===== src/rtl/core/cpr_pkg.sv =====
// ----------------------------------------------------------------------------
// cpr_pkg
// Shared types and constants for the clock page replacement block.
// ----------------------------------------------------------------------------
package cpr_pkg;

	localparam int DEF_RING_ENTRIES = 16;

	localparam int CMD_W    = 2;
	localparam int PAGE_W   = 27;
	localparam int STATUS_W = 3;

	localparam int S_TDATA_W = 32;
	localparam int M_TDATA_W = 32;

	typedef enum logic [CMD_W-1:0] {
		CMD_INSERT    = 2'd0,
		CMD_REFERENCE = 2'd1,
		CMD_VICTIM    = 2'd2
	} cmd_t;

	typedef enum logic [STATUS_W-1:0] {
		ST_OK        = 3'd0,
		ST_FULL      = 3'd1,
		ST_ABSENT    = 3'd2,
		ST_EMPTY     = 3'd3,
		ST_DUPLICATE = 3'd4
	} status_t;

	typedef logic [PAGE_W-1:0] page_t;

endpackage


===== src/rtl/core/clock_page_replacement.sv =====
// ----------------------------------------------------------------------------
// clock_page_replacement
// Second-chance (clock) page replacement over a linked ring of resident pages.
// ----------------------------------------------------------------------------
// One request is handled at a time; s_axis_tready is high only while the
// sequencer is idle, and one response is produced for every request. Insert
// and reference walk the page store one slot at a time through its single
// read port, with a read state and a compare state per slot; an insert that
// links a new page then passes through a link read state and two link write
// states. A victim request walks the ring backward through the link RAMs,
// reading one link per referenced page passed over, then unlinks the victim;
// the walk is bounded by 2*(RING_ENTRIES+1)+2 steps. The response sits in an
// output register, so a finished response may wait while the block is idle.
// ----------------------------------------------------------------------------
module clock_page_replacement #(
	parameter int RING_ENTRIES = cpr_pkg::DEF_RING_ENTRIES
) (
	input  logic                          clk,
	input  logic                          arst_n,
	input  logic                          s_axis_tvalid,
	output logic                          s_axis_tready,
	// [1:0] command, [28:2] page_number
	input  logic [cpr_pkg::S_TDATA_W-1:0] s_axis_tdata,
	output logic                          m_axis_tvalid,
	input  logic                          m_axis_tready,
	// [2:0] status, [29:3] victim_page
	output logic [cpr_pkg::M_TDATA_W-1:0] m_axis_tdata
);

	import cpr_pkg::*;

	localparam int NODE_W   = $clog2(RING_ENTRIES + 1);
	localparam int SLOT_W   = $clog2(RING_ENTRIES);
	localparam int STEP_LIM = 2 * (RING_ENTRIES + 1) + 2;
	localparam int STEP_W   = $clog2(STEP_LIM + 1);

	localparam logic [NODE_W-1:0] SENT     = NODE_W'(RING_ENTRIES);
	localparam logic [SLOT_W-1:0] LAST_IDX = SLOT_W'(RING_ENTRIES - 1);

	typedef enum logic [3:0] {
		S_IDLE,
		S_SCAN_RD,
		S_SCAN_CMP,
		S_SCAN_END,
		S_INS_RD,
		S_INS_W1,
		S_INS_W2,
		S_V_START,
		S_V_CHK,
		S_V_RD,
		S_V_UNLINK,
		S_FIN
	} state_t;

	state_t                  state_q;
	cmd_t                    cmd_q;
	page_t                   page_q;
	logic [RING_ENTRIES-1:0] valid_q;
	logic [RING_ENTRIES-1:0] ref_q;
	logic [NODE_W-1:0]       sent_fwd_q;
	logic [NODE_W-1:0]       sent_bwd_q;
	logic [NODE_W-1:0]       hand_q;
	logic [NODE_W-1:0]       cur_q;
	logic [NODE_W-1:0]       nx_q;
	logic [SLOT_W-1:0]       idx_q;
	logic [SLOT_W-1:0]       hit_idx_q;
	logic                    hit_q;
	logic [SLOT_W-1:0]       free_idx_q;
	logic                    free_q;
	logic [SLOT_W-1:0]       vic_q;
	logic [STEP_W-1:0]       step_q;
	status_t                 res_status_q;
	page_t                   res_victim_q;
	logic                    out_valid_q;
	status_t                 out_status_q;
	page_t                   out_victim_q;

	logic              page_we;
	logic [SLOT_W-1:0] page_raddr;
	page_t             page_rdata;
	logic              fwd_we;
	logic [SLOT_W-1:0] fwd_waddr;
	logic [NODE_W-1:0] fwd_wdata;
	logic [NODE_W-1:0] fwd_rdata;
	logic              bwd_we;
	logic [SLOT_W-1:0] bwd_waddr;
	logic [NODE_W-1:0] bwd_wdata;
	logic [NODE_W-1:0] bwd_rdata;
	logic [SLOT_W-1:0] link_raddr;

	logic [NODE_W-1:0] h2;
	logic [NODE_W-1:0] ins_nx;
	logic [NODE_W-1:0] free_node;
	logic              out_free;

	assign h2        = (cur_q == SENT) ? sent_bwd_q : cur_q;
	assign ins_nx    = (hand_q == SENT) ? sent_fwd_q : fwd_rdata;
	assign free_node = NODE_W'(free_idx_q);
	assign out_free  = !out_valid_q || m_axis_tready;

	assign s_axis_tready = (state_q == S_IDLE);
	assign m_axis_tvalid = out_valid_q;
	assign m_axis_tdata  = {{(M_TDATA_W - STATUS_W - PAGE_W){1'b0}}, out_victim_q, out_status_q};

	// read address and write port steering
	always_comb begin
		page_raddr = (state_q == S_V_CHK) ? h2[SLOT_W-1:0] : idx_q;
		link_raddr = (state_q == S_V_CHK) ? h2[SLOT_W-1:0] : hand_q[SLOT_W-1:0];
		page_we    = (state_q == S_INS_W1);
		fwd_we     = 1'b0;
		fwd_waddr  = free_idx_q;
		fwd_wdata  = nx_q;
		bwd_we     = 1'b0;
		bwd_waddr  = free_idx_q;
		bwd_wdata  = hand_q;
		case (state_q)
			S_INS_W1: begin
				fwd_we    = 1'b1;
				fwd_wdata = ins_nx;
				bwd_we    = 1'b1;
			end
			S_INS_W2: begin
				fwd_we    = (hand_q != SENT);
				fwd_waddr = hand_q[SLOT_W-1:0];
				fwd_wdata = free_node;
				bwd_we    = (nx_q != SENT);
				bwd_waddr = nx_q[SLOT_W-1:0];
				bwd_wdata = free_node;
			end
			S_V_UNLINK: begin
				fwd_we    = (bwd_rdata != SENT);
				fwd_waddr = bwd_rdata[SLOT_W-1:0];
				fwd_wdata = fwd_rdata;
				bwd_we    = (fwd_rdata != SENT);
				bwd_waddr = fwd_rdata[SLOT_W-1:0];
				bwd_wdata = bwd_rdata;
			end
			default: begin
			end
		endcase
	end

	cpr_ram #(.WIDTH(PAGE_W), .DEPTH(RING_ENTRIES)) u_page_ram (
		.clk   (clk),
		.we    (page_we),
		.waddr (free_idx_q),
		.wdata (page_q),
		.raddr (page_raddr),
		.rdata (page_rdata)
	);

	cpr_ram #(.WIDTH(NODE_W), .DEPTH(RING_ENTRIES)) u_fwd_ram (
		.clk   (clk),
		.we    (fwd_we),
		.waddr (fwd_waddr),
		.wdata (fwd_wdata),
		.raddr (link_raddr),
		.rdata (fwd_rdata)
	);

	cpr_ram #(.WIDTH(NODE_W), .DEPTH(RING_ENTRIES)) u_bwd_ram (
		.clk   (clk),
		.we    (bwd_we),
		.waddr (bwd_waddr),
		.wdata (bwd_wdata),
		.raddr (link_raddr),
		.rdata (bwd_rdata)
	);

	always_ff @(posedge clk or negedge arst_n) begin
		if (!arst_n) begin
			state_q      <= S_IDLE;
			valid_q      <= '0;
			ref_q        <= '0;
			sent_fwd_q   <= SENT;
			sent_bwd_q   <= SENT;
			hand_q       <= SENT;
			out_valid_q  <= 1'b0;
			cmd_q        <= CMD_INSERT;
			page_q       <= '0;
			cur_q        <= SENT;
			nx_q         <= SENT;
			idx_q        <= '0;
			hit_idx_q    <= '0;
			hit_q        <= 1'b0;
			free_idx_q   <= '0;
			free_q       <= 1'b0;
			vic_q        <= '0;
			step_q       <= '0;
			res_status_q <= ST_OK;
			res_victim_q <= '0;
			out_status_q <= ST_OK;
			out_victim_q <= '0;
		end else begin
			if (out_valid_q && m_axis_tready && state_q != S_FIN) begin
				out_valid_q <= 1'b0;
			end
			case (state_q)
				S_IDLE: begin
					if (s_axis_tvalid) begin
						cmd_q        <= cmd_t'(s_axis_tdata[CMD_W-1:0]);
						page_q       <= s_axis_tdata[CMD_W +: PAGE_W];
						idx_q        <= '0;
						hit_q        <= 1'b0;
						free_q       <= 1'b0;
						res_status_q <= ST_OK;
						res_victim_q <= '0;
						case (s_axis_tdata[CMD_W-1:0])
							CMD_INSERT, CMD_REFERENCE: state_q <= S_SCAN_RD;
							CMD_VICTIM:                state_q <= S_V_START;
							default:                   state_q <= S_FIN;
						endcase
					end
				end
				S_SCAN_RD: begin
					state_q <= S_SCAN_CMP;
				end
				S_SCAN_CMP: begin
					if (valid_q[idx_q] && page_rdata == page_q) begin
						hit_q     <= 1'b1;
						hit_idx_q <= idx_q;
					end
					if (!valid_q[idx_q] && !free_q) begin
						free_q     <= 1'b1;
						free_idx_q <= idx_q;
					end
					if (idx_q == LAST_IDX) begin
						state_q <= S_SCAN_END;
					end else begin
						idx_q   <= idx_q + 1'b1;
						state_q <= S_SCAN_RD;
					end
				end
				S_SCAN_END: begin
					if (cmd_q == CMD_REFERENCE) begin
						if (hit_q) begin
							ref_q[hit_idx_q] <= 1'b1;
						end else begin
							res_status_q <= ST_ABSENT;
						end
						state_q <= S_FIN;
					end else if (hit_q) begin
						res_status_q <= ST_DUPLICATE;
						state_q      <= S_FIN;
					end else if (!free_q) begin
						res_status_q <= ST_FULL;
						state_q      <= S_FIN;
					end else begin
						state_q <= S_INS_RD;
					end
				end
				S_INS_RD: begin
					state_q <= S_INS_W1;
				end
				S_INS_W1: begin
					nx_q                <= ins_nx;
					valid_q[free_idx_q] <= 1'b1;
					ref_q[free_idx_q]   <= 1'b0;
					state_q             <= S_INS_W2;
				end
				S_INS_W2: begin
					if (hand_q == SENT) begin
						sent_fwd_q <= free_node;
					end
					if (nx_q == SENT) begin
						sent_bwd_q <= free_node;
					end
					state_q <= S_FIN;
				end
				S_V_START: begin
					cur_q  <= hand_q;
					step_q <= '0;
					if (hand_q == SENT && sent_bwd_q == SENT) begin
						res_status_q <= ST_EMPTY;
						state_q      <= S_FIN;
					end else begin
						state_q <= S_V_CHK;
					end
				end
				S_V_CHK: begin
					if (step_q == STEP_W'(STEP_LIM)) begin
						hand_q       <= cur_q;
						res_status_q <= ST_EMPTY;
						state_q      <= S_FIN;
					end else if (h2 == SENT) begin
						hand_q       <= SENT;
						res_status_q <= ST_EMPTY;
						state_q      <= S_FIN;
					end else if (!ref_q[h2[SLOT_W-1:0]]) begin
						vic_q   <= h2[SLOT_W-1:0];
						state_q <= S_V_UNLINK;
					end else begin
						ref_q[h2[SLOT_W-1:0]] <= 1'b0;
						state_q               <= S_V_RD;
					end
				end
				S_V_RD: begin
					cur_q   <= bwd_rdata;
					step_q  <= step_q + 1'b1;
					state_q <= S_V_CHK;
				end
				S_V_UNLINK: begin
					if (bwd_rdata == SENT) begin
						sent_fwd_q <= fwd_rdata;
					end
					if (fwd_rdata == SENT) begin
						sent_bwd_q <= bwd_rdata;
					end
					valid_q[vic_q] <= 1'b0;
					ref_q[vic_q]   <= 1'b0;
					hand_q         <= bwd_rdata;
					res_victim_q   <= page_rdata;
					state_q        <= S_FIN;
				end
				S_FIN: begin
					if (out_free) begin
						out_valid_q  <= 1'b1;
						out_status_q <= res_status_q;
						out_victim_q <= res_victim_q;
						state_q      <= S_IDLE;
					end
				end
				default: begin
					state_q <= S_IDLE;
				end
			endcase
		end
	end

	// empty ring: both sentinel links point home, and no slot is resident
	a_sent_links_agree: assert property (@(posedge clk) disable iff (!arst_n)
		(state_q == S_IDLE) |-> ((sent_fwd_q == SENT) == (sent_bwd_q == SENT)))
		else $error("sentinel links disagree on empty ring");

	a_empty_matches_valid: assert property (@(posedge clk) disable iff (!arst_n)
		(state_q == S_IDLE) |-> ((sent_fwd_q == SENT) == (valid_q == '0)))
		else $error("ring emptiness does not match slot valid bits");

	a_hand_resident: assert property (@(posedge clk) disable iff (!arst_n)
		(state_q == S_IDLE && hand_q != SENT) |-> valid_q[hand_q[SLOT_W-1:0]])
		else $error("hand rests on a free slot");

	a_victim_only_ok: assert property (@(posedge clk) disable iff (!arst_n)
		(out_valid_q && out_status_q != ST_OK) |-> (out_victim_q == '0))
		else $error("victim page set on a failed request");

endmodule


===== src/rtl/core/cpr_ram.sv =====
// ----------------------------------------------------------------------------
// cpr_ram
// Simple dual-port RAM, one write port, one read port with registered data.
// ----------------------------------------------------------------------------
module cpr_ram #(
	parameter int WIDTH = 8,
	parameter int DEPTH = 16
) (
	input  logic                     clk,
	input  logic                     we,
	input  logic [$clog2(DEPTH)-1:0] waddr,
	input  logic [WIDTH-1:0]         wdata,
	input  logic [$clog2(DEPTH)-1:0] raddr,
	output logic [WIDTH-1:0]         rdata
);

	logic [WIDTH-1:0] mem [DEPTH];

	always_ff @(posedge clk) begin
		if (we) begin
			mem[waddr] <= wdata;
		end
		rdata <= mem[raddr];
	end

endmodule


===== config.mk =====
export PLATFORM = sky130hd
export DESIGN_NAME = clock_page_replacement
export DESIGN_NICKNAME = d
export VERILOG_FILES = /design/src/rtl/core/cpr_pkg.sv /design/src/rtl/core/clock_page_replacement.sv /design/src/rtl/core/cpr_ram.sv
export SDC_FILE = /design/constraint.sdc
export NUM_CORES = 1
export LEC_CHECK = 0
export BUFFER_PORTS_ARGS = -buffer_cell sky130_fd_sc_hd__buf_2
export CAP_MARGIN = 25
export CELL_PAD_IN_SITES_DETAIL_PLACEMENT = 1
export CELL_PAD_IN_SITES_GLOBAL_PLACEMENT = 1
export CORE_MARGIN = 2
export CORE_UTILIZATION = 41
export DETAILED_ROUTE_END_ITERATION = 8
export PLACE_DENSITY = 0.61
export SYNTH_ARGS = -nofsm -noshare
export SYNTH_HDL_FRONTEND = slang
export SYNTH_SLANG_ARGS = --single-unit

===== constraint.sdc =====
create_clock -name clk -period 8.3 [get_ports clk]
set_input_delay 1.245 -clock clk [delete_from_list [all_inputs] [get_ports clk]]
set_output_delay 1.245 -clock clk [all_outputs]
set_load 0.01 [all_outputs]

### After elaboration in Yosys (flattened, before gate mapping)

Memories as Yosys holds them, arrays and structs flattened. A register that Yosys moved wholly into a read port is not among the register bits.
Index checks and enable logic that the tools add are counted.

| storage, ports and cells | value |
|---|---|
| bits in registers | 175 |
| memory bits (writable) | 592 |
| input port bits | 36 |
| output and inout port bits | 34 |
| logic and storage cells | 215 |
| memories kept | 3 |

| operators by class | value |
|---|---|
| $add $sub $neg | 2 |
| $lt $le $gt $ge | 9 |
| eq/ne operators | 47 |
| muxes and demuxes | 80 |
| bitwise gates (word level) | 12 |
| reductions and logical operators | 40 |

Memories:

| memory | words | bits a word | read ports | clocked after memory_dff | wr ports | RTL line | source |
|---|---|---|---|---|---|---|---|
| u_page_ram.mem | 16 | 27 | 1 | 1 | 1 | cpr_ram.sv:17 | `logic [WIDTH-1:0] mem [DEPTH];` |
| u_bwd_ram.mem | 16 | 5 | 1 | 1 | 1 | cpr_ram.sv:17 |  |
| u_fwd_ram.mem | 16 | 5 | 1 | 1 | 1 | cpr_ram.sv:17 |  |

Operators with widths:

| operator | count |
|---|---|
| 2-to-1 mux 16 bit | 5 |
| bitwise AND 16 bit | 4 |
| one-hot mux 16 bit (4 select lines) | 1 |
| one-hot mux 27 bit (2 select lines) | 1 |
| one-hot mux 5 bit (2 select lines) | 5 |
| inverter 16 bit | 3 |
| one-hot mux 4 bit (11 select lines) | 1 |
| 2-to-1 mux 5 bit | 8 |
| 2-to-1 mux 4 bit | 9 |
| == test 5 bit (second input constant) | 7 |
| OR 16 bit | 2 |
| one-hot mux 16 bit (2 select lines) | 1 |
| one-hot mux 4 bit (2 select lines) | 4 |
| != test 2 bit (second input constant) | 14 |
| == test 27 bit | 1 |
| 2-to-1 mux 27 bit | 1 |
| < comparator 4 x 5 -> 1 bit (second input constant) | 5 |
| 2-to-1 mux 3 bit | 8 |
| == test 4 bit (second input constant) | 5 |
| != test 5 bit (second input constant) | 4 |
| 2-to-1 mux 1 bit | 18 |
| demux 1 bit (select 4 bit) | 4 |
| == test 4 x 3 -> 1 bit (second input constant) | 4 |
| greater-or-equal comparator 4 x 1 -> 1 bit (second input constant) | 4 |
| other kinds (31) | 71 |

### Logic depth before layout (Yosys ltp)

Gate-level depths: netlist (run 1).

| depth | value |
|---|---|
| word-level depth | 12 |
| mapped depth | 11 |
| gate-level depth less buffers | 8 |

### By module

From an unflattened synthesis (run 1), not the netlist that was laid out.

| unflattened totals | value |
|---|---|
| cell total of the unflattened synthesis | 2016 |
| area total of the unflattened synthesis | 32540.0 um^2 |

Modules (own cells, without submodules):

| module | times used | cells an instance | area each (um^2) | sequential area each (um^2) |
|---|---|---|---|---|
| cpr_ram at u_page_ram | 1 | 710 | 16892.5 | 13513.0 |
| clock_page_replacement | 1 | 996 | 9221.3 | 4385.5 |
| cpr_ram at u_bwd_ram ... | 2 | 155 | 3213.1 | 2502.4 |

### Worst setup path after synthesis (run 1)

Ideal clock, no wire load.

| timing | value |
|---|---|
| path type | reg2reg |
| start point | register state_q[1] |
| end point | memory u_page_ram.mem[0][0] (netlist bit), enable pin |
| library setup time | 0.447 ns |
| data arrival time | 3.194 ns |
| data required time | 7.853 ns |
| path slack | 4.659 ns |
| cell stages (with the launch flop) | 7 |
| path buffers | 2 |
| period minus slack after synthesis | 3.641 ns |
| cell sequence | dfrtp_1 clkbuf_1 nor2b_1 and2_1 clkbuf_1 nand2_1 nor3_1 |

| between the ends | value |
|---|---|
| cells in the longest elaborated chain, start to end | 3 |

RTL lines:

| what | RTL line | source |
|---|---|---|
| from (decl) | clock_page_replacement.sv:55 | `state_t state_q;` |
| from (signal assigned) | clock_page_replacement.sv:172 | `state_q <= S_IDLE;` |
| from (signal assigned) | clock_page_replacement.sv:209 | `CMD_INSERT, CMD_REFERENCE: state_q <= S_SCAN_RD;` |
| from (signal assigned) | clock_page_replacement.sv:210 | `CMD_VICTIM: state_q <= S_V_START;` |
| == test 4 x 3 -> 1 bit | clock_page_replacement.sv:109 | `page_we = (state_q == S_INS_W1);` |
| 2-to-1 mux 1 bit | cpr_ram.sv:20 | `if (we) begin` |
| 2-to-1 mux 1 bit (implied by the code) | cpr_ram.sv:21 | `mem[waddr] <= wdata;` |
| to (decl) | cpr_ram.sv:17 |  |

Every way passes these cells.

### Worst setup path in the final report (run 1)

| timing | value |
|---|---|
| start point | register state_q[0] |
| end point | register u_page_ram.rdata[24] (read register of u_page_ram.mem) |

| between the ends | value |
|---|---|
| cells in the longest elaborated chain, start to end | 2 |

RTL lines:

| what | RTL line | source |
|---|---|---|
| == test 4 bit | clock_page_replacement.sv:107 | `page_raddr = (state_q == S_V_CHK) ? h2[SLOT_W-1:0] : idx_q;` |
| 2-to-1 mux 4 bit | clock_page_replacement.sv:107 |  |
| to (decl) | cpr_ram.sv:14 | `output logic [WIDTH-1:0] rdata` |

Every way passes these cells.
A chain may end at the register's enable or synchronous reset.

==> results.ini, run 1 <==
[outcome]
outcome=completed

[grt]
antenna_violations_before_repair=1
grt_pass1_vias=20748
global_route_wire_length_before_repair_um=135700
grt_util_all_layers=0.2177
grt_remaining_overflow=0
grt_start_max_net_pins=111

[sta]
rsz_0062_raised_after_global_routing=false
post-route-period-util=0.5802
final.setup_skew_ns=0.02707
finalWorstPathRequiredPeriod_ns=4.815
highest_attainable_clock_frequency_mhz=207.7
slew-limit-headroom=0.3130
totalNegativeSetupSlack_ns=0
final-max-slew-violation-count=0
finalHoldViolCount=0
worst-slew-pin-transition_ns=1.023
report.final.setup_viol=0

[power]
p_sw_frac=0.3532
combPwrFrac=0.308
power_per_cell_area_mw_per_mm2=379.0
power_frac_clock=0.274
power.net_switching_w=0.005055
p_seq_frac=0.417
irDropWorstVdd_mv=0.1948
p_leak_nw=13.07
cellInternalPower_w=0.009255

[synth]
synth_edf_count=592
post_synth_instance_area_sq_mm=0.03313
synth_most_common_cell=sky130_fd_sc_hd__edfxtp_1
synth-seq-cells=804
dominant_cell_type_by_area_after_synthesis=sky130_fd_sc_hd__edfxtp_1
synth_area_leaders=sky130_fd_sc_hd__edfxtp_1 54%, sky130_fd_sc_hd__dfrtp_1 13%, sky130_fd_sc_hd__mux4_2 5.4%, sky130_fd_sc_hd__o211ai_1 3.4%, sky130_fd_sc_hd__or3_1 2.9%
synth-async-reset-ratio=0.2177
postSynth.topFlopCell=sky130_fd_sc_hd__edfxtp_1
synthesis.area_per_instance_sq_um=14.71
share_of_synthesized_area_occupied_by_flip_flops_and_latches=0.6913
synth_cell_types=68
synthesis.yosys.warnings=0
syn-instance-count=2252
synth_common_cells=592 x sky130_fd_sc_hd__edfxtp_1, 170 x sky130_fd_sc_hd__dfrtp_1, 155 x sky130_fd_sc_hd__or3_1
synth_top_area_share=0.5366

[critical_path]
timing_worst_setup_path_type=reg2reg
startpoint_type=flip-flop
crit_path_max_incr_delay_ns=0.76
timing.critical_path.fanout_max=44
top_cell_by_count_worst_path=sky130_fd_sc_hd__buf_4
timing.critical_path.to_type=flip-flop
crit_arrival_ns=5.31
cp_cell_instances=or4b_1 > a211oi_4 > buf_4 > or2_4 > buf_4 > mux4_2 > nor2b_1 > or4_1
timing.critical_path.required_ns=8.80
cp_max_stage_cell=sky130_fd_sc_hd__or2_4

[clock_network]
clock_tree.buffer_depth=3
cts_setup_buffers=0
h-tree-depth=3
ctsRootBufferMaster=sky130_fd_sc_hd__clkbuf_16
cts.hold.buffers_added=0
number_of_buffers_added_by_the_clock_tree_synthesis_step=86
insertion_delay_ns=0.64
clkSlewWorstSetupHoldPaths_ns=0.06
cts.sinks=804
cts_tree=yes
cts_resized=0

[die]
top_level_port_count=70
placeableCoreArea_sq_mm=0.08029
floorplan.die.height_um=288.3
fp.dieArea_sq_mm=0.08310
die_width_um=288.3
row_count=104
initial_utilization=0.4127

[route]
postRouteAntennaNets=0
wl_um=90460
drc_markers=0
first_pass_iters=7
routed_vias_inst=5.829
avgRoutedWirePerCell_um=26.23
initialDrtViolationCount=1677
vias=20104

[layout]
postLayoutCoreUtil=0.4703
area.growth.synth_to_final_pct=13.97
layout.filler_cells=7807
post_route_cells_drive_above_1_share=0.1918
register_area_sq_mm=0.02290
layout.nets=2354
area_of_combinational_cells_with_multiple_inputs_sq_mm=0.009732

[worst_hold_path]
worst_hold_path_type=reg2reg

[placed_design]
dp_hpwl_um=53210
gp_routability_congestion=0.8452
port-buffer-count=64

[job]
maxCapViolCount=0

-- cells by family (layout without fill, tap and decap cells) --
kind of cell    after synthesis  count (layout)  share of synthesized area
flops                       804             804                     0.6913
simple gates                597             597                    0.09879
compound gates              495             495                    0.09875
buf+inv                     165             300                    0.02198
mux                         159             159                    0.08055
xor+xnor                     28              28                   0.007402
fa+ha+maj                     3               3                   0.001133
other cells                   1               3                  0.0001132
-- per-layer routing --
layer / vias to the layer above / GRT usage / wire, um
met5: - / 0 / 0
li1: 8919 / - / -
met1: 10563 / 0.3156 / 41430
met4: 0 / 0.05026 / 1486
met3: 110 / 0.03594 / 4917
met2: 512 / 0.3453 / 42630
-- cells in the final DEF, fill, tap and decap left out, types with 38 or more instances in the layout --
master and n:
sky130_fd_sc_hd__o21ai_0 100, sky130_fd_sc_hd__mux2_2 69, sky130_fd_sc_hd__o211ai_1 152, sky130_fd_sc_hd__mux4_2 79
sky130_fd_sc_hd__clkbuf_16 88, sky130_fd_sc_hd__nor2b_1 86, sky130_fd_sc_hd__buf_4 49, sky130_fd_sc_hd__or4_1 38
sky130_fd_sc_hd__buf_2 66, sky130_fd_sc_hd__a21oi_1 105, sky130_fd_sc_hd__dfrtp_1 170, sky130_fd_sc_hd__or3_1 155
sky130_fd_sc_hd__edfxtp_1 592, sky130_fd_sc_hd__nor2_1 81, sky130_fd_sc_hd__nand2_1 112
-- state kept, by name, summed over array words and instances, names as in the netlist, 3 cells and up --
name and flops:
free_idx_q 4, state_q 4, ref_q 16, u_page_ram.rdata 27
u_bwd_ram.rdata 5, u_bwd_ram.mem 80, u_fwd_ram.mem 80, vic_q 4
sent_bwd_q 5, sent_fwd_q 5, u_page_ram.mem 432, page_q 27
nx_q 5, valid_q 16, hit_idx_q 4, out_status_q 3
res_victim_q 27, res_status_q 3, out_victim_q 27, u_fwd_ram.rdata 5
step_q 6, cur_q 5, hand_q 5, idx_q 4
-- final timing paths --
check,startpoint,end,slack (ns),depth (start not counted)
max,state_q[0],u_page_ram.rdata[24],3.48,8
min,u_page_ram.rdata[7],res_victim_q[7],0.48,2
max reg2reg,state_q[0],u_page_ram.rdata[24],3.48,8
min reg2reg,u_page_ram.rdata[7],res_victim_q[7],0.48,2
max in group asynchronous,arst_n,page_q[9],6.41,2
min in group asynchronous,arst_n,ref_q[8],0.58,1
-- power groups by stage --
stage               Clock, W  Combinational [W]  Sequential [W]
finish               0.00393            0.00441         0.00597
CTS                  0.00401            0.00441         0.00596
floorplan                  0            0.00312         0.00570
detailed placement         0            0.00439         0.00605
global placement           0            0.00429         0.00598
global route         0.00416            0.00482         0.00606
-- critical path: cells and delay by family, from the launching register on --
family / cells / cell delay, ns
AOI/OAI and AO/OA: 1 / 0.28
buffers and inverters: 2 / 1.02
DFF: 1 / 0.63
muxes: 1 / 0.56
and+or+nand+nor: 4 / 2.09
-- per-stage QoR --
step / cell area (sq um) / hold slack, ns / std cells / power (W) / setup slack [ns]
final: 37760 / 0.4752 / 3449 / 0.01431 / 3.485
after global routing: 37760 / 0.4975 / 3448 / 0.01504 / 3.200
after CTS: 37670 / 0.4787 / 3441 / 0.01439 / 3.401
after detailed placement: 34750 / 0.4657 / 3280 / 0.01044 / 3.412
after global placement: 34710 / 0.4555 / 3278 / 0.01027 / 3.430
after floorplan: 33140 / 0.4425 / 2253 / 0.008820 / 4.659
-- final cells by class --
class | instances | area share
flip-flops and latches | 804 | 0.6065
multi-input cells | 1284 | 0.2577
clock buffers | 110 | 0.06325
well taps | 1060 | 0.03512
repair buffers | 119 | 0.02104
clock inverters | 51 | 0.01428
inverters | 20 | 0.001988
diodes | 1 | 0.00006627
(Power assumes the default switching activity.)
==> run 2, diff against run 1 <==
==> constraint.sdc (replaced) <==
create_clock -name clk -period 4.66 [get_ports clk]
set_input_delay 0.699 -clock clk [delete_from_list [all_inputs] [get_ports clk]]
set_output_delay 0.699 -clock clk [all_outputs]
set_load 0.01 [all_outputs]
==> run 2 against run 1 <==
Against the previous run:
- total power increased by 80%
- combinational power rose by 83%
- largest power group unchanged
- utilization grew 0.19 points
- sequential power grew 79%
- count of clock-buffer cells in the layout increased by 13
- die area unchanged
- critical endpoint is now u_page_ram.rdata[6]
- non-clock buffer count up 15
- via count is 1.5% higher
==> results.ini, run 2 (synthesized netlist as in run 1, its figures left out) <==
[clock_network]
cts.sinks=804
cts.hold.buffers_added=0
h-tree-depth=3
ctsRootBufferMaster=sky130_fd_sc_hd__clkbuf_16
cts_resized=0
clkSlewWorstSetupHoldPaths_ns=0.06
cts_setup_buffers=0
clock_tree.buffer_depth=3
insertion_delay_ns=0.64
number_of_buffers_added_by_the_clock_tree_synthesis_step=87
cts_tree=yes

[sta]
rsz_0062_raised_after_global_routing=false
final-max-slew-violation-count=0
worst-slew-pin-transition_ns=1.044
slew-limit-headroom=0.2987
fin_hold_ws_ns=0.1555
totalNegativeSetupSlack_ns=0
report.final.setup_viol=0
finalHoldViolCount=0
post-route-period-util=0.8497
highest_attainable_clock_frequency_mhz=252.5
finalWorstPathRequiredPeriod_ns=3.960
final.setup_skew_ns=0.01993

[grt]
grt_start_max_net_pins=89
grt_util_all_layers=0.2229
global_route_wire_length_before_repair_um=138200
antenna_violations_before_repair=4
grt_pass1_vias=21188
grt_remaining_overflow=0

[die]
placeableCoreArea_sq_mm=0.08029
fp.dieArea_sq_mm=0.08310
floorplan.die.height_um=288.3
row_count=104
initial_utilization=0.4127
die_width_um=288.3
top_level_port_count=70

[placed_design]
port-buffer-count=64
gp_routability_congestion=0.8492
dp_hpwl_um=55340
detailed_place.area_sq_mm=0.03492

[layout]
area_of_combinational_cells_with_multiple_inputs_sq_mm=0.009732
mostFrequentLayoutCells=592 x sky130_fd_sc_hd__edfxtp_1, 170 x sky130_fd_sc_hd__dfrtp_1, 155 x sky130_fd_sc_hd__or3_1, 152 x sky130_fd_sc_hd__o211ai_1, 112 x sky130_fd_sc_hd__nand2_1
postLayoutCoreUtil=0.4722
largest_register_ffs=432
layout.nets=2370
post_route_cells_drive_above_1_share=0.1893
biggestRegsByFlops=u_page_ram.mem (432), u_bwd_ram.mem (80), u_fwd_ram.mem (80)
area.growth.synth_to_final_pct=14.44
antenna_cells=0
mostFrequentLayoutCell=sky130_fd_sc_hd__edfxtp_1
fin_area_sq_mm=0.03792
register_area_sq_mm=0.02290
layout.filler_cells=7847
top_register=u_page_ram.mem

[critical_path]
timing_worst_setup_path_type=reg2reg
timing.critical_path.to_type=flip-flop
timing.critical_path.fanout_max=38
timing.critical_path.to=u_page_ram.rdata[6]
worst_r2r_path_depth=7
timing.critical_path.from=cur_q[4]
startpoint_type=flip-flop
timing.critical_path.required_ns=5.17
crit-reg2reg-launch=cur_q[4]
crit_arrival_ns=4.47
timing.reg2reg.setup_slack_ns=0.70
worstReg2RegEnd=u_page_ram.rdata[6]

[worst_hold_path]
worst_hold_path_type=in2async

[route]
wl_um=92170
initialDrtViolationCount=1592
vias=20413
routed_vias_inst=5.893
first_pass_iters=7
avgRoutedWirePerCell_um=26.61
drc_markers=0
postRouteAntennaNets=0

[power]
cellInternalPower_w=0.01672
p_leak_nw=13.15
p_sw_frac=0.3521
power_frac_clock=0.273
totalPowerFinal_w=0.02580
combPwrFrac=0.313
p_seq_frac=0.415
power_per_cell_area_mw_per_mm2=680.6
irDropWorstVdd_mv=0.4100
power.net_switching_w=0.009085

[outcome]
outcome=completed

[job]
maxCapViolCount=0

-- run 2: cell types whose count changed in the layout (fill, tap and decap cells not counted), moves of 3 or more --
| cell | change |
|---|---|
| sky130_fd_sc_hd__clkbuf_1 | +17 |
| sky130_fd_sc_hd__buf_4 | +13 |
| sky130_fd_sc_hd__clkinv_2 | -12 |
| sky130_fd_sc_hd__buf_12 | +7 |
| sky130_fd_sc_hd__clkbuf_8 | -5 |
| sky130_fd_sc_hd__clkinvlp_4 | -4 |
| sky130_fd_sc_hd__buf_16 | -3 |
| sky130_fd_sc_hd__buf_2 | -3 |
-- run 2: worst min path at each step --
stage,depth (start not counted),end,from
after floorplan,0,cmd_q[0],arst_n
after global placement,1,valid_q[6],valid_q[6]
after detailed placement,1,valid_q[0],valid_q[0]
after CTS,1,ref_q[6],arst_n
after global routing,1,ref_q[7],arst_n
final,1,ref_q[7],arst_n
-- run 2: routing by layer --
layer	vias up	GRT usage	wire length (um)
li1	8949	-	-
met5	-	0	14
met4	4	0.06399	2090
met3	135	0.03665	5547
met2	589	0.3504	42800
met1	10736	0.3208	41720
-- run 2: worst max-delay path: stages, from the launching register on --
cell and delay (ns):
sky130_fd_sc_hd__dfstp_2 0.57, sky130_fd_sc_hd__or3b_1 0.53, sky130_fd_sc_hd__o211ai_1 0.63, sky130_fd_sc_hd__and2_4 0.68
sky130_fd_sc_hd__buf_4 0.44, sky130_fd_sc_hd__mux4_2 0.34, sky130_fd_sc_hd__nor2b_1 0.14, sky130_fd_sc_hd__or4_1 0.48
-- run 2: power by group through the flow --
stage,Sequential [W],Clock (W),Combinational (W)
floorplan,0.0102,0,0.00555
global placement,0.0107,0,0.00781
detailed placement,0.0108,0,0.00803
CTS,0.0107,0.00721,0.00809
global route,0.0108,0.00746,0.00883
finish,0.0107,0.00704,0.00807
-- run 2: stage by stage --
| stage | std cells | setup WS [ns] |
|---|---|---|
| 2_1_floorplan | 2253 | 1.019 |
| 3_3_place_gp | 3297 | 0.6319 |
| 3_5_place_dp | 3297 | 0.5536 |
| 4_1_cts | 3459 | 0.5294 |
| 5_1_grt | 3464 | 0.5931 |
| 6_report | 3464 | 0.7003 |
-- run 2: cell type report --
cell class | instances | share of cell area
inverter | 20 | 0.001980
clock buffer | 123 | 0.06399
sequential | 804 | 0.6041
timing repair buffer | 134 | 0.02485
tap | 1060 | 0.03498
multi-input combinational | 1284 | 0.2567
clock inverter | 39 | 0.01346
